## config.mk

```make
export PLATFORM = sky130hd
export DESIGN_NAME = wireless_charge_supervisor
export DESIGN_NICKNAME = d
export VERILOG_FILES = /design/src/wcs_pkg.sv /design/src/wcs_cfg_regs.sv /design/src/wcs_temp_div.sv /design/src/wcs_mode_fsm.sv /design/src/wireless_charge_supervisor.sv
export SDC_FILE = /design/constraint.sdc
export NUM_CORES = 1
export LEC_CHECK = 0
export BUFFER_PORTS_ARGS = -buffer_cell sky130_fd_sc_hd__buf_2
export CAP_MARGIN = 20
export CORE_UTILIZATION = 40
export DETAILED_ROUTE_END_ITERATION = 6
export GPL_TIMING_DRIVEN = 0
export PLACE_DENSITY = 0.68
export SYNTH_ARGS = -nofsm -noshare
export SYNTH_HDL_FRONTEND = slang
export SYNTH_SLANG_ARGS = --single-unit
```

## constraint.sdc

```tcl
create_clock -name clk -period 12.9 [get_ports clk]
set_input_delay 1.29 -clock clk [delete_from_list [all_inputs] [get_ports clk]]
set_output_delay 1.29 -clock clk [all_outputs]
set_load 0.005 [all_outputs]
```

## src/wcs_pkg.sv

```systemverilog
// shared types, register indexes and constants for the wireless charge supervisor
package wcs_pkg;

    localparam int AddrWidth   = 5;
    localparam int DataWidth   = 32;
    localparam int InWidth     = 40;
    localparam int OutWidth    = 8;

    // hysteresis on the thermal exits, in degrees
    localparam int HysHot      = 5;
    localparam int HysCold     = 2;

    // register reset values
    localparam logic       ResetWiredPrio = 1'b1;
    localparam logic [6:0] ResetResumePct = 7'd99;
    localparam logic [15:0] ResetResumeVolt = 16'd0;
    localparam logic signed [7:0] ResetHotLimit  = 8'sd60;
    localparam logic signed [7:0] ResetColdLimit = -8'sd20;

    // divide by ten through a reciprocal: x * 6554 >> 16 is exact for |x| <= 2048
    localparam logic [12:0] DivRecip = 13'd6554;
    localparam int DivShift = 16;

    typedef enum logic [2:0] {
        REG_WIRED_PRIO  = 3'd0,
        REG_RESUME_PCT  = 3'd1,
        REG_RESUME_VOLT = 3'd2,
        REG_HOT_LIMIT   = 3'd3,
        REG_COLD_LIMIT  = 3'd4
    } reg_idx_t;

    typedef enum logic [2:0] {
        MODE_WAIT  = 3'd0,
        MODE_RUN   = 3'd1,
        MODE_HOT   = 3'd2,
        MODE_COLD  = 3'd3,
        MODE_DONE  = 3'd4,
        MODE_WIRED = 3'd5
    } mode_t;

    typedef struct packed {
        logic              wired_has_priority;
        logic [6:0]        resume_percent;
        logic [15:0]       resume_voltage;
        logic signed [7:0] hot_limit;
        logic signed [7:0] cold_limit;
    } cfg_t;

    // lowest field last, so the packed word matches tdata/tuser order
    typedef struct packed {
        logic               pad_detect_n;
        logic               taper_hit;
        logic [6:0]         charge_percent;
        logic [15:0]        battery_voltage;
        logic signed [11:0] temp_tenths;
        logic               wired_present;
        logic               wireless_powered;
        logic               sample_valid;
    } sample_t;

    typedef struct packed {
        logic  online;
        logic  pad_present;
        logic  shutdown_latched;
        logic  terminate_level;
        logic  complete_n_level;
        mode_t mode;
    } result_t;

    typedef struct packed {
        mode_t mode;
        logic  complete_pin;
        logic  terminate_pin;
        logic  shutdown;
    } fsm_state_t;

endpackage

```

## src/wcs_cfg_regs.sv

```systemverilog
// apb register file holding the supervisor configuration
module wcs_cfg_regs
(
    input  logic                            clk,
    input  logic                            rst_n,
    input  logic                            psel,
    input  logic                            penable,
    input  logic                            pwrite,
    input  logic [wcs_pkg::AddrWidth-1:0]   paddr,
    input  logic [wcs_pkg::DataWidth-1:0]   pwdata,
    output logic [wcs_pkg::DataWidth-1:0]   prdata,
    output logic                            pready,
    output wcs_pkg::cfg_t                   cfg
);
    import wcs_pkg::*;

    cfg_t     cfg_reg;
    cfg_t     cfg_next;
    reg_idx_t idx;
    logic     wr_en;

    assign pready = 1'b1;
    assign idx    = reg_idx_t'(paddr[AddrWidth-1:2]);
    assign wr_en  = psel && penable && pwrite && pready;
    assign cfg    = cfg_reg;

    always_comb
    begin
        cfg_next = cfg_reg;
        if (wr_en)
        begin
            unique case (idx)
                REG_WIRED_PRIO:  cfg_next.wired_has_priority = pwdata[0];
                REG_RESUME_PCT:  cfg_next.resume_percent = pwdata[6:0];
                REG_RESUME_VOLT: cfg_next.resume_voltage = pwdata[15:0];
                REG_HOT_LIMIT:   cfg_next.hot_limit = pwdata[7:0];
                REG_COLD_LIMIT:  cfg_next.cold_limit = pwdata[7:0];
                default: ;
            endcase
        end
    end

    always_ff @(posedge clk or negedge rst_n)
    begin
        if (!rst_n)
        begin
            cfg_reg.wired_has_priority <= ResetWiredPrio;
            cfg_reg.resume_percent     <= ResetResumePct;
            cfg_reg.resume_voltage     <= ResetResumeVolt;
            cfg_reg.hot_limit          <= ResetHotLimit;
            cfg_reg.cold_limit         <= ResetColdLimit;
        end
        else
        begin
            cfg_reg <= cfg_next;
        end
    end

    always_comb
    begin
        prdata = '0;
        unique case (idx)
            REG_WIRED_PRIO:  prdata[0]    = cfg_reg.wired_has_priority;
            REG_RESUME_PCT:  prdata[6:0]  = cfg_reg.resume_percent;
            REG_RESUME_VOLT: prdata[15:0] = cfg_reg.resume_voltage;
            REG_HOT_LIMIT:   prdata = DataWidth'(cfg_reg.hot_limit);
            REG_COLD_LIMIT:  prdata = DataWidth'(cfg_reg.cold_limit);
            default: ;
        endcase
    end

endmodule

```

## src/wcs_temp_div.sv

```systemverilog
// tenths of a degree to whole degrees, truncating toward zero
module wcs_temp_div
(
    input  logic signed [11:0] temp_tenths,
    output logic signed [8:0]  deg
);
    import wcs_pkg::*;

    logic        neg;
    logic [11:0] mag;
    logic [24:0] prod;
    logic [8:0]  quo;

    assign neg  = temp_tenths[11];
    // -2048 maps to 2048, which still fits 12 unsigned bits
    assign mag  = neg ? 12'(-temp_tenths) : 12'(temp_tenths);
    assign prod = 25'(mag) * 25'(DivRecip);
    assign quo  = prod[DivShift +: 9];
    assign deg  = neg ? 9'(-quo) : quo;

endmodule

```

## src/wcs_mode_fsm.sv

```systemverilog
// charge mode state machine, pin levels and shutdown latch
module wcs_mode_fsm
(
    input  logic                   clk,
    input  logic                   rst_n,
    input  logic                   step,
    input  wcs_pkg::sample_t       smp,
    input  logic signed [8:0]      deg,
    input  wcs_pkg::cfg_t          cfg,
    output wcs_pkg::result_t       res,
    output wcs_pkg::fsm_state_t    st
);
    import wcs_pkg::*;

    fsm_state_t        st_reg;
    fsm_state_t        st_next;
    logic signed [9:0] deg_w;
    logic signed [9:0] hot_w;
    logic signed [9:0] cold_w;
    logic signed [9:0] hot_exit;
    logic signed [9:0] cold_exit;
    logic              preempt;

    assign deg_w     = {deg[8], deg};
    assign hot_w     = {{2{cfg.hot_limit[7]}}, cfg.hot_limit};
    assign cold_w    = {{2{cfg.cold_limit[7]}}, cfg.cold_limit};
    assign hot_exit  = hot_w - 10'(HysHot);
    assign cold_exit = cold_w + 10'(HysCold);
    assign preempt   = smp.wired_present && cfg.wired_has_priority;
    assign st        = st_reg;

    // next state
    always_comb
    begin
        st_next = st_reg;
        if (smp.sample_valid)
        begin
            if (smp.charge_percent == 7'd0)
                st_next.shutdown = 1'b1;
            if (st_reg.mode == MODE_WIRED)
            begin
                if (!smp.wired_present)
                begin
                    st_next.complete_pin = 1'b1;
                    st_next.mode         = MODE_WAIT;
                end
            end
            else if (preempt)
            begin
                st_next.complete_pin = 1'b0;
                st_next.mode         = MODE_WIRED;
            end
            else
            begin
                unique case (st_reg.mode)
                    MODE_WAIT:
                    begin
                        if (smp.wireless_powered)
                            st_next.mode = MODE_RUN;
                    end
                    MODE_RUN:
                    begin
                        priority if (!smp.wireless_powered)
                        begin
                            st_next.complete_pin  = 1'b1;
                            st_next.terminate_pin = 1'b0;
                            st_next.mode          = MODE_WAIT;
                        end
                        else if (deg_w >= hot_w)
                        begin
                            st_next.terminate_pin = 1'b1;
                            st_next.mode          = MODE_HOT;
                        end
                        else if (deg_w <= cold_w)
                        begin
                            st_next.terminate_pin = 1'b1;
                            st_next.mode          = MODE_COLD;
                        end
                        else if (smp.taper_hit)
                        begin
                            st_next.complete_pin = 1'b0;
                            st_next.mode         = MODE_DONE;
                        end
                    end
                    MODE_HOT:
                    begin
                        if (deg_w < hot_exit)
                        begin
                            st_next.complete_pin  = 1'b1;
                            st_next.terminate_pin = 1'b0;
                            st_next.mode          = MODE_WAIT;
                        end
                    end
                    MODE_COLD:
                    begin
                        if (deg_w > cold_exit)
                        begin
                            st_next.complete_pin  = 1'b1;
                            st_next.terminate_pin = 1'b0;
                            st_next.mode          = MODE_WAIT;
                        end
                    end
                    MODE_DONE:
                    begin
                        if (smp.charge_percent <= cfg.resume_percent ||
                            smp.battery_voltage <= cfg.resume_voltage)
                        begin
                            st_next.complete_pin  = 1'b1;
                            st_next.terminate_pin = 1'b0;
                            st_next.mode          = MODE_WAIT;
                        end
                    end
                    default: ;
                endcase
            end
        end
    end

    // result word, reflecting the state after this sample
    always_comb
    begin
        res.mode             = st_next.mode;
        res.complete_n_level = st_next.complete_pin;
        res.terminate_level  = st_next.terminate_pin;
        res.shutdown_latched = st_next.shutdown;
        res.pad_present      = !smp.pad_detect_n && !st_next.shutdown;
        res.online           = smp.sample_valid && smp.wireless_powered &&
                               !st_next.shutdown;
    end

    always_ff @(posedge clk or negedge rst_n)
    begin
        if (!rst_n)
        begin
            st_reg.mode          <= MODE_WAIT;
            st_reg.complete_pin  <= 1'b1;
            st_reg.terminate_pin <= 1'b0;
            st_reg.shutdown      <= 1'b0;
        end
        else if (step)
        begin
            st_reg <= st_next;
        end
    end

endmodule

```

## src/wireless_charge_supervisor.sv

```systemverilog
// top level: stream pipeline around the wireless charge supervisor
// One poll word in, one status word out. A word is captured in the input register,
// goes through the temperature scaling and the mode state machine, and lands in the
// output register when that register is empty or being drained, and its result is
// offered on the output from there. One word per cycle is taken as long as results are
// drained; the mode state is updated once per word, in acceptance order, by the single
// state machine. The input side stalls only when both the input and output registers
// are full and the output is held off.
// Configuration registers sit on the APB port at byte addresses 0, 4, 8, 12 and 16
// and should be written only while no word is in flight.
module wireless_charge_supervisor
(
    input  logic                            clk,
    input  logic                            rst_n,
    input  logic                            s_tvalid,
    output logic                            s_tready,
    // wireless_powered, wired_present, temp_tenths, battery_voltage, charge_percent,
    // taper_hit, pad_detect_n, zero pad
    input  logic [wcs_pkg::InWidth-1:0]     s_tdata,
    // sample_valid
    input  logic                            s_tuser,
    output logic                            m_tvalid,
    input  logic                            m_tready,
    // mode, complete_n_level, terminate_level, shutdown_latched, pad_present, online
    output logic [wcs_pkg::OutWidth-1:0]    m_tdata,
    input  logic                            psel,
    input  logic                            penable,
    input  logic                            pwrite,
    input  logic [wcs_pkg::AddrWidth-1:0]   paddr,
    input  logic [wcs_pkg::DataWidth-1:0]   pwdata,
    output logic [wcs_pkg::DataWidth-1:0]   prdata,
    output logic                            pready
);
    import wcs_pkg::*;

    cfg_t              cfg;
    sample_t           in_reg;
    logic              in_vld_reg;
    logic              in_vld_next;
    result_t           out_reg;
    logic              out_vld_reg;
    logic              out_vld_next;
    result_t           res;
    fsm_state_t        st;
    logic signed [8:0] deg;
    logic              step;
    logic              take;

    wcs_cfg_regs u_cfg
    (
        .clk     (clk),
        .rst_n   (rst_n),
        .psel    (psel),
        .penable (penable),
        .pwrite  (pwrite),
        .paddr   (paddr),
        .pwdata  (pwdata),
        .prdata  (prdata),
        .pready  (pready),
        .cfg     (cfg)
    );

    wcs_temp_div u_div
    (
        .temp_tenths (in_reg.temp_tenths),
        .deg         (deg)
    );

    wcs_mode_fsm u_fsm
    (
        .clk   (clk),
        .rst_n (rst_n),
        .step  (step),
        .smp   (in_reg),
        .deg   (deg),
        .cfg   (cfg),
        .res   (res),
        .st    (st)
    );

    // word moves from input register to output register
    assign step     = in_vld_reg && (!out_vld_reg || m_tready);
    assign s_tready = !in_vld_reg || step;
    assign take     = s_tvalid && s_tready;
    assign m_tvalid = out_vld_reg;
    assign m_tdata  = out_reg;

    always_comb
    begin
        priority if (take)
            in_vld_next = 1'b1;
        else if (step)
            in_vld_next = 1'b0;
        else
            in_vld_next = in_vld_reg;

        priority if (step)
            out_vld_next = 1'b1;
        else if (m_tready)
            out_vld_next = 1'b0;
        else
            out_vld_next = out_vld_reg;
    end

    always_ff @(posedge clk or negedge rst_n)
    begin
        if (!rst_n)
        begin
            in_vld_reg  <= 1'b0;
            out_vld_reg <= 1'b0;
        end
        else
        begin
            in_vld_reg  <= in_vld_next;
            out_vld_reg <= out_vld_next;
        end
    end

    always_ff @(posedge clk)
    begin
        if (take)
            in_reg <= {s_tdata[InWidth-2:0], s_tuser};
        if (step)
            out_reg <= res;
    end

`ifndef SYNTHESIS
    // shutdown latch never clears
    assert property (@(posedge clk) disable iff (!rst_n)
        st.shutdown |=> st.shutdown)
        else $error("shutdown latch cleared");

    // wired mode always holds the complete pin low
    assert property (@(posedge clk) disable iff (!rst_n)
        st.mode == MODE_WIRED |-> !st.complete_pin)
        else $error("complete pin high in wired mode");

    // waiting or running always has the complete pin released
    assert property (@(posedge clk) disable iff (!rst_n)
        (st.mode == MODE_WAIT || st.mode == MODE_RUN) |-> st.complete_pin)
        else $error("complete pin low while waiting or running");

    // state only moves when a word passes through
    assert property (@(posedge clk) disable iff (!rst_n)
        !step |=> $stable(st))
        else $error("state changed without a word");
`endif

endmodule
```

== After elaboration in Yosys (flattened, before gate mapping) ==
Index checks and enable logic that the tools add are counted.
Widths: inputs -> output; s select.

* Output and inout bits: 43
* Register bits after elaboration: 96
* Bits of input ports: 85

* Magnitude comparators: 6
* Multipliers: 1
* Multiplexer cells: 31
* Equal/unequal tests: 9
* $add $sub $neg: 4
* Reduce and logical (&&, ||, !) cells: 25

{| class="wikitable"
|+ Operator list
! cell !! number
|-
| $pmux 16 s2 || 1
|-
| $pmux 9 s3 || 1
|-
| $mul 12x12->24 const B || 1
|-
| $pmux 6 s4 || 1
|-
| $mux 5 || 4
|-
| $le 16x16->1 || 1
|-
| $mux 4 || 4
|-
| $pmux 3 s5 || 1
|-
| $eq 3x2->1 const B || 4
|-
| $mux 12 || 1
|-
| $neg 12->12 || 1
|-
| $mux 1 || 11
|-
| $reduce_and 2->1 || 5
|-
| $add 8x3->9 const B || 1
|-
| $eq 3x3->1 const B || 3
|-
| $ge 9x8->1 || 1
|-
| $gt 9x9->1 || 1
|-
| $le 9x8->1 || 1
|-
| $lt 9x9->1 || 1
|-
| $mux 3 || 3
|-
| $mux 9 || 1
|-
| $neg 9->9 || 1
|-
| $sub 8x4->9 const B || 1
|-
| $logic_and 1x1->1 || 8
|-
| 10 further kinds || 18
|}

== Depth between registers and ports, before layout ==
Gate-level depths: netlist of run 1.

* Word-level depth: 15
* Depth in mapped cells: 35
* Gate-level depth less buffers: 35

== By module ==
Synthesis of run 1 repeated with hierarchy kept, for this count alone.

* Cells, all modules: 878
* Area, all modules: 8918.6 um^2

{| class="wikitable"
|+ Modules (own cells, without submodules)
! module !! area an instance (um^2) !! cells an instance !! times used
|-
| wcs_temp_div || 3103.0 || 357 || 1
|-
| wcs_mode_fsm || 2229.6 || 308 || 1
|-
| wcs_cfg_regs || 2040.7 || 157 || 1
|-
| wireless_charge_supervisor || 1545.2 || 56 || 1
|}

== Least setup slack after synthesis of run 1 ==
OpenSTA, ideal clock, no wires.

* Kind: flip-flop to flip-flop
* Start point: reg in_reg[3] (netlist bit)
* End point: reg out_reg (netlist bit m_tdata[3]), data pin
* Stages on the path, launching flop included: 33
* Path buffers: 0
* Clock period less this slack: 8.256 ns
* Data required time: 12.646 ns
* Arrival time: 8.001 ns
* Slack: 4.644 ns
* Cells stage by stage: edfxtp_1 nor3_1 nand2_1 or3_1 nand2_1 xor2_1 inv_1 ha_1 inv_1 fa_1 inv_1 fa_1 fa_1 inv_1 fa_1 inv_1 ha_1 or3_1 o21ai_0 a31o_1 xor2_1 nand3_1 o311ai_0 o211ai_1 nor3b_1 ha_1 a21o_1 a211oi_1 a21o_1 a41oi_1 a2111oi_2 a21oi_1 o21a_1

{| class="wikitable"
|+ RTL lines
! element !! RTL line !! RTL
|-
| start, declared || wireless_charge_supervisor.sv:37 || <nowiki>sample_t in_reg;</nowiki>
|-
| start signal, assigned || wireless_charge_supervisor.sv:122 || <nowiki>in_reg <= {s_tdata[InWidth-2:0], s_tuser};</nowiki>
|-
| end signal, assigned || wireless_charge_supervisor.sv:124 || <nowiki>out_reg <= res;</nowiki>
|-
| end, declared || wireless_charge_supervisor.sv:40 || <nowiki>result_t out_reg;</nowiki>
|}

==> results of run 1 <==
## cells in the mapped netlist (6+ instances only)
library cell and number:
a21o_1 24, a21oi_1 33, a22oi_1 7, buf_4 16, clkbuf_1 12, dfrtp_1 33
dfstp_2 15, edfxtp_1 48, fa_1 36, ha_1 144, inv_1 146, mux2_2 17
mux2i_1 7, nand2_1 67, nand2b_1 8, nand3_1 20, nand4_1 10, nor2_1 38
nor2b_1 11, nor3_1 13, o21a_1 16, o21ai_0 46, o22ai_1 9, o31ai_1 6
xnor2_1 31, xor2_1 15
## area by class of cell
cell class | count | area [um2] | area share (%)
Inverter | 146 | 548 | 5.47
Tap cell | 275 | 344 | 3.44
Sequential cell | 96 | 2660 | 26.6
Clock inverter | 7 | 93.8 | 0.937
Timing Repair Buffer | 106 | 546 | 5.45
Clock buffer | 9 | 225 | 2.25
Buffer | 33 | 216 | 2.16
Multi-Input combinational cell | 634 | 5380 | 53.7
## worst paths after layout
check | endpoint | slack, ns | cells past startpoint
max in group asynchronous | u_cfg.cfg[6]$_DFFE_PN1P_ | 11.58 | 2
hold reg to reg | m_tvalid$_DFFE_PN0P_ | 0.49 | 1
hold / removal | m_tvalid$_DFFE_PN0P_ | 0.49 | 1
setup / recovery | m_tdata[3]$_DFFE_PP_ | 2.97 | 32
min in group asynchronous | u_cfg.cfg[29]$_DFFE_PN0P_ | 0.78 | 1
setup reg to reg | m_tdata[3]$_DFFE_PP_ | 2.97 | 32
## logic make-up (layout without fill, tap and decap cells)
group | after synthesis | after routing | share of synthesized area [%]
AND/OR/NAND/NOR | 195 | 195 | 10.6
AO/OA/AOI/OAI | 188 | 188 | 14.2
adder cells (fa/ha/maj) | 180 | 180 | 28.7
buffers and inverters | 179 | 301 | 8.69
flip-flops | 96 | 96 | 30.2
XOR/XNOR | 46 | 46 | 4.58
multiplexers | 24 | 24 | 2.97
other | 1 | 1 | 0.0426
## metal layers
layer / up-vias / part of all wire (%)
met5: - / 0
met4: 0 / 2.3
met2: 152 / 49
li1: 3370 / -
met3: 26 / 3.6
met1: 3260 / 45
## metrics by stage
stage	hold slack (ns)	setup WS, ns
finish	0.494	2.97
global route	0.507	2.34
CTS	0.498	2.98
detailed placement	0.490	3.04
global placement	0.475	3.20
floorplan	0.457	4.64
## layout by cell type (no fill, tap or decap), types with 6 or more instances in the layout
cell / netlist / layout
dfstp_2: 15 / 15
xor2_1: 15 / 15
nand4_1: 10 / 10
nand3_1: 20 / 20
xnor2_1: 31 / 31
a21o_1: 24 / 24
nor2b_1: 11 / 11
buf_4: 16 / 16
fa_1: 36 / 36
nor2_1: 38 / 38
a21oi_1: 33 / 33
nand2_1: 67 / 67
o21a_1: 16 / 16
o31ai_1: 6 / 6
inv_1: 146 / 146
buf_2: 1 / 106
dfrtp_1: 33 / 33
nand2b_1: 8 / 8
o22ai_1: 9 / 9
clkbuf_1: 12 / 12
clkbuf_16: 0 / 9
a22oi_1: 7 / 7
nor3_1: 13 / 13
edfxtp_1: 48 / 48
mux2i_1: 7 / 7
ha_1: 144 / 144
o21ai_0: 46 / 46
mux2_2: 17 / 17
## critical path: cells and delay by family, from the launching register on
| kind | cells | cell delay [ns] |
|---|---|---|
| AOI/OAI and AO/OA | 11 | 2.53 |
| xor gates and xnor gates | 2 | 0.94 |
| adders and majority gates | 7 | 3.12 |
| buffers and inverters | 5 | 0.47 |
| DFF | 1 | 0.53 |
| and+or+nand+nor | 7 | 2.08 |
==> out/metrics.yaml, run 1 <==
floorplan:
  start_util_pct: 41.3
  rows: 53
  floorplan.core_area_um2: 21300
  pin_count: 128
  die_width_um: 150
  die_area_um2: 22600
  fp.dieH_um: 150
finish:
  diodes: 0
  postLayoutCellArea_um2: 10000
  final_nets: 1291
  syn_to_final_growth_pct: 13.8
  drive_gt1_share_pct: 17.7
  nFillCells: 2008
  final_util_pct: 47.0
  instances_no_fill: 1306
critical_path:
  cp_slowest_stage_delay_ns: 0.65
  critPathMaxFanout: 8
  cp_data_required_time_ns: 13.01
  crit_path_end_kind: "flip-flop"
  slowest_stage: "nor3b_1"
  timing.rr.start: "in_reg[3]$_DFFE_PP_"
  start_kind: "flip-flop"
  arrival_ns: 10.04
  critical_path.startpoint: "in_reg[3]$_DFFE_PP_"
  cpMostUsedCell: "inv_1"
  path_class: "flip-flop to flip-flop"
routing:
  drc: 0
  first_pass_iters: 6
  vias: 6808
  wl_um: 19100
  drt_iter0_drc: 327
  wire_per_inst_um: 14.6
  postRouteAntennaNets: 0
  vias_per_cell: 5.21
clock_tree:
  cts_setup_buffers: 0
  cts_buffers: 9
  clk_latency_ns: 0.34
  cts_tree: "built"
  clock-root-buffer: "clkbuf_16"
  h-tree-depth: 3
  clk_pin_slew_ns: 0.07
  cts_buffer_depth: 2
  post_cts_resized: 0
  holdBufCountCts: 0
  clock_sinks: 96
place:
  portBuffers: 105
  place_area_um2: 9680
  gp_congestion: 0.861
  dp_hpwl_um: 15700
  place_inst: 1289
sta:
  final_hold_viol_count: 0
  clock.fmax_mhz: 101
  relSlewSlack_pct: 36.9
  finalSetupTns_ns: 0
  finClkSkew_ns: 0.00689
  slew_violations: 0
  setup-violations-final: 0
  tightest_slew_ns: 0.947
  layout_min_cycle_time_ns: 9.93
  rsz0062_at_grt: "no"
  finalCritPeriodShare_pct: 77.0
grt:
  grt_pass1_vias: 6627
  top_usage_layer: "met2"
  grt.met2_usage_pct: 30.7
  grt_pass1_wl_um: 31500
  grt_overflow: 0
  antenna_found_initial: 0
  grt_use_total_pct: 17.6
  grt_use_met3_pct: 1.70
  met1_usage_pct: 22.5
  grt_start_max_net_pins: 49
worst_hold_path:
  hold_path.class: "flip-flop to flip-flop"
  hold_start: "in_vld_reg$_DFFE_PN0P_"
yosys:
  avgSynthCellArea_um2: 9.68
  synth_top_area_share_pct: 20.5
  synthDistinctLibCells: 68
  synth_fp_nets: 1174
  synth_edf_count: 48
  synth_area_leaders: "ha_1 20%, edfxtp_1 16%, dfrtp_1 9.4%"
  async_flop_share_pct: 50.0
  synth_seq_area_share_pct: 30.2
  syn_area_um2: 8800
  synth-seq-cells: 96
  yosys.area.top_type: "ha_1"
  synth_cells: 909
  synthFlopType: "edfxtp_1"
  ys.warnings.count: 0
status:
  outcome: "completed"
flow_run:
  cap_violations: 0
Power of run 1 is left out: the tool's default activity adds up to more than one toggle a clock period on the data nets, which glitch-free logic cannot reach.
==> inputs of run 2 (changes only) <==
ABC_AREA = 1   (was unset)
PLACE_DENSITY = 0.7   (was 0.68)
clock period = 8.4 ns   (was 12.9 ns; I/O delays follow)
==> run 2 against run 1 <==
The flow now finishes with violations (design-rule violations). Critical path depth rose by 10. Largest cell class unchanged. Critical path type unchanged. Clock-buffer cell count rose by 1. Register-to-register slack got worse by 2.3 ns. Cell area rose by 3.7%. Synthesized cell count rose by 21%. Fmax rose by 28%. First-iteration DRC count rose by 40%. Setup slack got worse by 2.3 ns. Cell count rose by 16%.
==> out/metrics.yaml, run 2 <==
status:
  outcome: "finished with violations"
  violations: "design-rule violations"
sta:
  finClkSkew_ns: 0.0161
  tightest_slew_ns: 0.881
  relSlewSlack_pct: 41.3
  setup_slack_ns: 0.635
  finalCritPeriodShare_pct: 92.4
  slew_violations: 0
  setup-violations-final: 0
  whs_ns: 0.317
  final_hold_viol_count: 0
  layout_min_cycle_time_ns: 7.76
  clock.fmax_mhz: 129
floorplan:
  floorplan.core_area_um2: 22000
  die_width_um: 152
  pin_count: 128
  die_area_um2: 23200
  fp.dieH_um: 152
  rows: 54
  start_util_pct: 41.2
finish:
  final_cell_mix: "215 x inv_1, 212 x nand2_1, 142 x ha_1"
  final_nets: 1491
  final_util_pct: 47.3
  final_common_cell: "inv_1"
  syn_to_final_growth_pct: 14.9
  drive_gt1_share_pct: 16.8
  diodes: 0
critical_path:
  cp_data_required_time_ns: 8.49
  arrival_ns: 7.85
  crit_path_end_kind: "flip-flop"
  ff2ff_path_depth: 42
  cp_slowest_stage_delay_ns: 0.54
  start_kind: "flip-flop"
  critPathMaxFanout: 7
  path_class: "flip-flop to flip-flop"
  slowest_stage: "fa_1"
  cpMostUsedCell: "nand2_1"
routing:
  drt_iter0_drc: 458
  vias_per_cell: 4.95
  first_pass_iters: 7
  drc: 1
  wl_um: 20500
  postRouteAntennaNets: 0
  vias: 7475
  wire_per_inst_um: 13.6
yosys:
  synth_top_area_share_pct: 19.9
  synth_commonest_cells: "216 x inv_1, 213 x nand2_1, 144 x ha_1"
  avgSynthCellArea_um2: 8.19
  ys.warnings.count: 0
  synth-seq-cells: 96
  yosys.cell_count.top_type: "inv_1"
  synth_area_leaders: "ha_1 20%, edfxtp_1 16%, dfrtp_1 9.1%"
  async_flop_share_pct: 50.0
  synthFlopType: "edfxtp_1"
  synth_cells: 1103
  synth_seq_area_share_pct: 29.4
  synth_edf_count: 48
  synth_fp_nets: 1368
  synthDistinctLibCells: 50
  yosys.area.top_type: "ha_1"
  syn_area_um2: 9040
clock_tree:
  clock_sinks: 96
  cts_tree: "built"
  holdBufCountCts: 0
  clk_latency_ns: 0.35
  cts_buffers: 9
  clk_pin_slew_ns: 0.07
  clock-root-buffer: "clkbuf_16"
  h-tree-depth: 3
  cts_buffer_depth: 2
grt:
  grt_pass1_wl_um: 34900
  grt_pass1_vias: 7280
  grt_overflow: 0
  grt_start_max_net_pins: 49
  antenna_found_initial: 0
  grt_use_total_pct: 18.6
worst_hold_path:
  hold_path.class: "input port to async pin"
place:
  gp_congestion: 0.908
  dp_hpwl_um: 16900
  dp_slack_ns: -0.227
  portBuffers: 107
flow_run:
  cap_violations: 0
==> run 2: changes by cell type in the layout (fill, tap and decap cells not counted), sizes merged, moves of 11 or more <==
cell / before / now
a21oi: 33 / 59
nand3: 20 / 42
inv: 147 / 223
mux2: 17 / 0
nor2b: 11 / 0
o21ai: 51 / 77
o21a: 16 / 2
nand2: 67 / 220
xnor2: 31 / 8
a21o: 24 / 2
nor2: 38 / 76
==> run 2: worst max-delay path: cells and delay by family (launching register included) <==
family,cells,cell delay [ns]
xor gates and xnor gates,2,0.54
and+or+nand+nor,24,2.60
DFF,1,0.42
AOI/OAI and AO/OA,2,0.20
buffers and inverters,7,0.64
adders and majority gates,7,3.09
==> run 2: stage by stage <==
step | instances | area (um2) | setup TNS (ns)
after global routing | 1511 | 10400 | -0.000409
after CTS | 1507 | 10300 | 0
after global placement | 1490 | 9920 | -1.49
after detailed placement | 1491 | 9940 | -1.12
final | 1511 | 10400 | 0
after floorplan | 1103 | 9040 | 0
==> run 2: per-layer routing <==
layer	up-vias	global-route usage, %	wire length [um]
met5	-	0	0
met4	0	4.91	317
met3	21	2.67	1130
met2	196	31.7	9510
met1	3460	24.6	9520
li1	3798	-	-
==> run 2: path summary, 6_finish.rpt <==
check | from | endpoint | slack (ns)
worst min-delay path | rst_n | u_fsm.st[1]$_DFFE_PN0P_ | 0.32
min in group clk | u_cfg.cfg[21]$_DFFE_PN0P_ | u_cfg.cfg[21]$_DFFE_PN0P_ | 0.49
worst max register to register | in_reg[3]$_DFFE_PP_ | m_tdata[3]$_DFFE_PP_ | 0.64
worst min register to register | u_cfg.cfg[21]$_DFFE_PN0P_ | u_cfg.cfg[21]$_DFFE_PN0P_ | 0.49
worst max-delay path | in_reg[3]$_DFFE_PP_ | m_tdata[3]$_DFFE_PP_ | 0.64
max in group asynchronous | rst_n | u_cfg.cfg[10]$_DFFE_PN1P_ | 7.53
==> run 2: layout make-up <==
cell class                      instances  area (um2)
Timing Repair Buffer                  112         586
Fill cell                            2080       11600
Buffer                                 26         161
Multi-Input combinational cell        759        5470
Tap cell                              280         350
Clock inverter                          6        88.8
Clock buffer                           10         229
Inverter                              222         833
Sequential cell                        96        2660
==> run 2: logic make-up (layout without fill, tap and decap cells) <==
group,after synthesis,in the layout,share of synthesized area [%]
xor+xnor,31,31,3.17
fa+ha+maj,180,180,27.9
simple gates,386,386,18.6
flops,96,96,29.4
compound gates,161,161,9.87
buf+inv,248,376,11.0
other cells,1,1,0.0415
==> run 2: what timing repair did <==
item                       4_1_cts  5_1_grt
setup endpoints to repair       10       10
pin swaps                        0        2
resized for setup                3       10
cloned                           0        0
buffers inserted                 0        3
Power of run 2 is left out for the same reason.
